[config.mk]
export PLATFORM = sky130hd
export DESIGN_NAME = msre_ram
export DESIGN_NICKNAME = d
export VERILOG_FILES = /design/src/rtl/core/msre_ram.sv
export SDC_FILE = /design/constraint.sdc
export NUM_CORES = 2
export LEC_CHECK = 0
export BUFFER_PORTS_ARGS = -buffer_cell sky130_fd_sc_hd__buf_2
export CAP_MARGIN = 20
export CORE_MARGIN = 4
export CORE_UTILIZATION = 65
export CTS_BUF_LIST = sky130_fd_sc_hd__clkbuf_2
export CTS_CLUSTER_DIAMETER = 150
export DETAILED_ROUTE_END_ITERATION = 6
export PLACE_DENSITY_LB_ADDON = 0.15
export SYNTH_ARGS = -nofsm -noshare
export SYNTH_HDL_FRONTEND = slang
export SYNTH_SLANG_ARGS = --single-unit
[constraint.sdc]
create_clock -name clk -period 4.7 [get_ports clk]
set_input_delay 0.47 -clock clk [delete_from_list [all_inputs] [get_ports clk]]
set_output_delay 0.47 -clock clk [all_outputs]
set_load 0.01 [all_outputs]
[src/rtl/core/msre_ram.sv]
// generic single-write, single-read ram with registered read data
// no dependencies
`default_nettype none
module msre_ram #(
	parameter int Width = 64,
	parameter int Depth = 32
) (
	input  wire                       clk,
	input  wire                       we,
	input  wire  [$clog2(Depth)-1:0]  waddr,
	input  wire  [Width-1:0]          wdata,
	input  wire                       re,
	input  wire  [$clog2(Depth)-1:0]  raddr,
	output logic [Width-1:0]          rdata
);
	logic [Width-1:0] mem [Depth];

	always_ff @(posedge clk) begin
		if (we) begin
			mem[waddr] <= wdata;
		end
		if (re) begin
			rdata <= mem[raddr];
		end
	end
endmodule
`default_nettype wire

==> flow_metrics.py <==
metrics = {
    "run_status": {
        "outcome": "finished clean",
    },
    "clock_tree": {
        "postCtsSetupBuffers": 0,
        "root_buffer": "clkbuf_2",
        "numCtsBuffers": 497,
        "cts.sinks": 2112,
        "clk_pin_slew_ns": 0.11,
        "clk_path_buf_depth": 4,
        "cts_tree": "built",
        "clkLatencyLatePin_ns": 1.82,
        "htree_num_levels": 5,
    },
    "min_path": {
        "hold_depth": 4,
        "worstHoldStart": "we",
        "hold_class": "in2reg",
        "min_to": "mem[0][29]$_DFFE_PP_",
    },
    "worst_setup_path": {
        "cp_data_required_time_ns": 6.01,
        "r2r_slack_ns": 1.74,
        "reg2reg_from": "mem[15][46]$_DFFE_PP_",
        "cp_max_fo": 26,
        "endpoint_kind": "register",
        "worstPathArrival_ns": 5.05,
        "startpoint_type": "input port",
        "max_stage_delay_ns": 0.73,
        "cp_slowest_cell": "dlygate4sd3_1",
        "path_delay_family": "buffers and inverters",
        "worstSetupPathType": "in2reg",
        "rr_worst_depth": 6,
        "path_cells": "dlygate4sd3_1 -> dlygate4sd3_1 -> buf_2 -> dlygate4sd3_1 -> or3b_2 -> dlygate4sd3_1 -> nor2_4 -> dlygate4sd3_1 -> buf_4",
        "cp_common_cell": "dlygate4sd3_1",
        "crit_buf_inv": 7,
        "r2r_end": "rdata[46]$_DFFE_PP_",
    },
    "floorplanning": {
        "io-pin-count": 141,
        "dieArea_um2": 128100,
        "die_h_um": 358.0,
        "start_util": 0.6540,
        "num_rows": 128,
        "coreArea_um2": 121700,
        "die_w_um": 358.0,
    },
    "synth": {
        "syn_inst": 3097,
        "ys_seq_area_frac": 0.7967,
        "synth_ff_type": "edfxtp_1",
        "synth_nets": 3174,
        "yosys.area.top_type": "edfxtp_1",
        "yosysWarnings": 0,
        "synth_area_um2": 79610,
        "synthArstFlopShare": 0,
        "synth.avg_cell_area_um2": 25.70,
        "yosys-top-cells-area": "edfxtp_1, mux4_2, mux2_2",
        "synth.top_cell.area_share": 0.7967,
        "synth-edff-count": 2112,
        "yosysUniqueCellTypes": 30,
        "synth_common_cells": "edfxtp_1, mux4_2, mux2_2, buf_2, clkbuf_1",
        "ys_seq_elements": 2112,
        "synth_most_common_cell": "edfxtp_1",
    },
    "sta": {
        "final_max_slew_viol_count": 0,
        "slew_headroom": 0.2175,
        "fin_setup_tns_ns": 0,
        "setup_viol": 0,
        "hold_viol_final": 0,
        "worst_slew_pin_slew_ns": 1.174,
        "max_freq_mhz": 267.8,
        "fin_crit_ns": 3.735,
        "min_period_over_period": 0.7946,
        "rsz0062_at_grt": "false",
        "holdWs_ns": 0.2725,
        "skew_ns": 0.1335,
    },
    "final_layout": {
        "drive_above_1_share": 0.4043,
        "syn2layout_area_growth_pct": 11.98,
        "instances_no_fill": 5841,
        "final_nets": 3937,
    },
    "power_and_ir_drop": {
        "power_leakage_uw": 0.02885,
        "powerDensity_nw_per_um2": 381.3,
        "peakVddDrop_mv": 0.2909,
    },
    "detailed_routing": {
        "via_per_inst": 6.614,
        "wl_um": 191700,
        "first_iter_violations": 5614,
        "dr_wl_met3_um": 24830,
        "num_vias": 38630,
        "firstDrtPassIters": 5,
        "met2WireLength_um": 92970,
        "wl_met1_um": 69570,
        "antenna_left": 0,
        "highest_layer": "met5",
        "drc": 0,
        "wl_per_cell_um": 32.82,
    },
    "placement": {
        "hpwl_um": 91620,
        "numPortBuffers": 140,
        "place_congestion": 0.7621,
        "post-place-cells": 4816,
    },
    "grt": {
        "overflow": 0,
        "grt_max_degree": 79,
        "grt_util_all_layers": 0.3095,
        "grt_pass1_wl_um": 274900,
        "grt_pass1_vias": 40110,
        "antenna_found_initial": 9,
    },
    "flow_run": {
        "maxCapViolations": 0,
    },
}
-- routing by layer --
layer  up-vias  GRT usage
met5         -          0
met4         8    0.09136
met3       305    0.07848
met2      2805     0.4764
met1     20110     0.4550
li1      15410          -
-- logic make-up (layout without fill, tap and decap cells) --
group / after synthesis / in the layout / share of synthesized area
flops: 2112 / 2112 / 0.7967
mux: 714 / 714 / 0.1856
buf+inv: 157 / 1267 / 0.009368
simple gates: 64 / 64 / 0.003757
compound gates: 50 / 50 / 0.004621
other cells: 0 / 9 / 0
-- metrics by stage --
step	util	power, uW	cell area (um^2)	setup WS (ns)
finish	0.7323	33990	89140	0.9655
global route	0.7323	35490	89130	1.105
CTS	0.7322	34240	89120	1.325
detailed placement	0.6835	23300	83200	1.394
global placement	0.6834	23220	83180	1.395
floorplan	-	22560	79610	0.4078
-- repair_timing --
item	CTS	global route
resized for setup	0	0
hold buffers	170	0
hold endpoints to repair	4224	0
-- worst reg2reg max path, cell delays in order (launching register included) --
cell,delay [ns]
edfxtp_1,0.38
mux4_2,0.47
a221oi_1,0.39
o21ai_0,0.16
dlygate4sd3_1,0.58
and2_1,0.16
dlygate4sd3_1,0.56
-- power by group --
group | internal (uW) | total (uW) | switching, uW | leakage (uW)
clock network | 4190 | 11000 | 6790 | 0.00325
logic | 884 | 1920 | 1030 | 0.00653
registers | 21000 | 21100 | 93.4 | 0.0191
total | 26100 | 34000 | 7910 | 0.0289
-- registers in the layout (all words and copies together), names as in the netlist --
signal and count:
mem 2048, rdata 64
-- layout make-up --
class	count	area (um^2)
well taps	1625	2033
clock inverters	134	609.3
repair buffers	420	3806
diodes	9	22.52
inverters	1	3.754
fillers	6914	32580
clock buffers	712	3563
multi-input cells	828	15680
flip-flops and latches	2112	63420
-- how the worst max path moves through the flow --
stage | slack, ns | to | start | depth (start not counted)
global route | 1.11 | mem[16][0]$_DFFE_PP_ | waddr[3] | 9
detailed placement | 1.39 | rdata[58]$_DFFE_PP_ | raddr[0] | 5
floorplan | 0.41 | mem[12][0]$_DFFE_PP_ | waddr[1] | 3
CTS | 1.33 | mem[16][0]$_DFFE_PP_ | waddr[3] | 9
finish | 0.97 | mem[16][63]$_DFFE_PP_ | waddr[3] | 9
global placement | 1.40 | rdata[58]$_DFFE_PP_ | raddr[0] | 5
-- layout by cell type, fill, tap and decap left out, types with 12 or more instances in the layout --
| cell type | count |
|---|---|
| mux2_2 | 74 |
| mux4_2 | 602 |
| buf_12 | 40 |
| clkinv_2 | 15 |
| mux2i_1 | 38 |
| clkbuf_2 | 712 |
| dlygate4sd3_1 | 167 |
| buf_4 | 72 |
| edfxtp_1 | 2112 |
| clkinv_1 | 109 |
| nor2_4 | 32 |
| a221oi_1 | 12 |
| buf_2 | 134 |
Power figures use the tool's default switching activity.
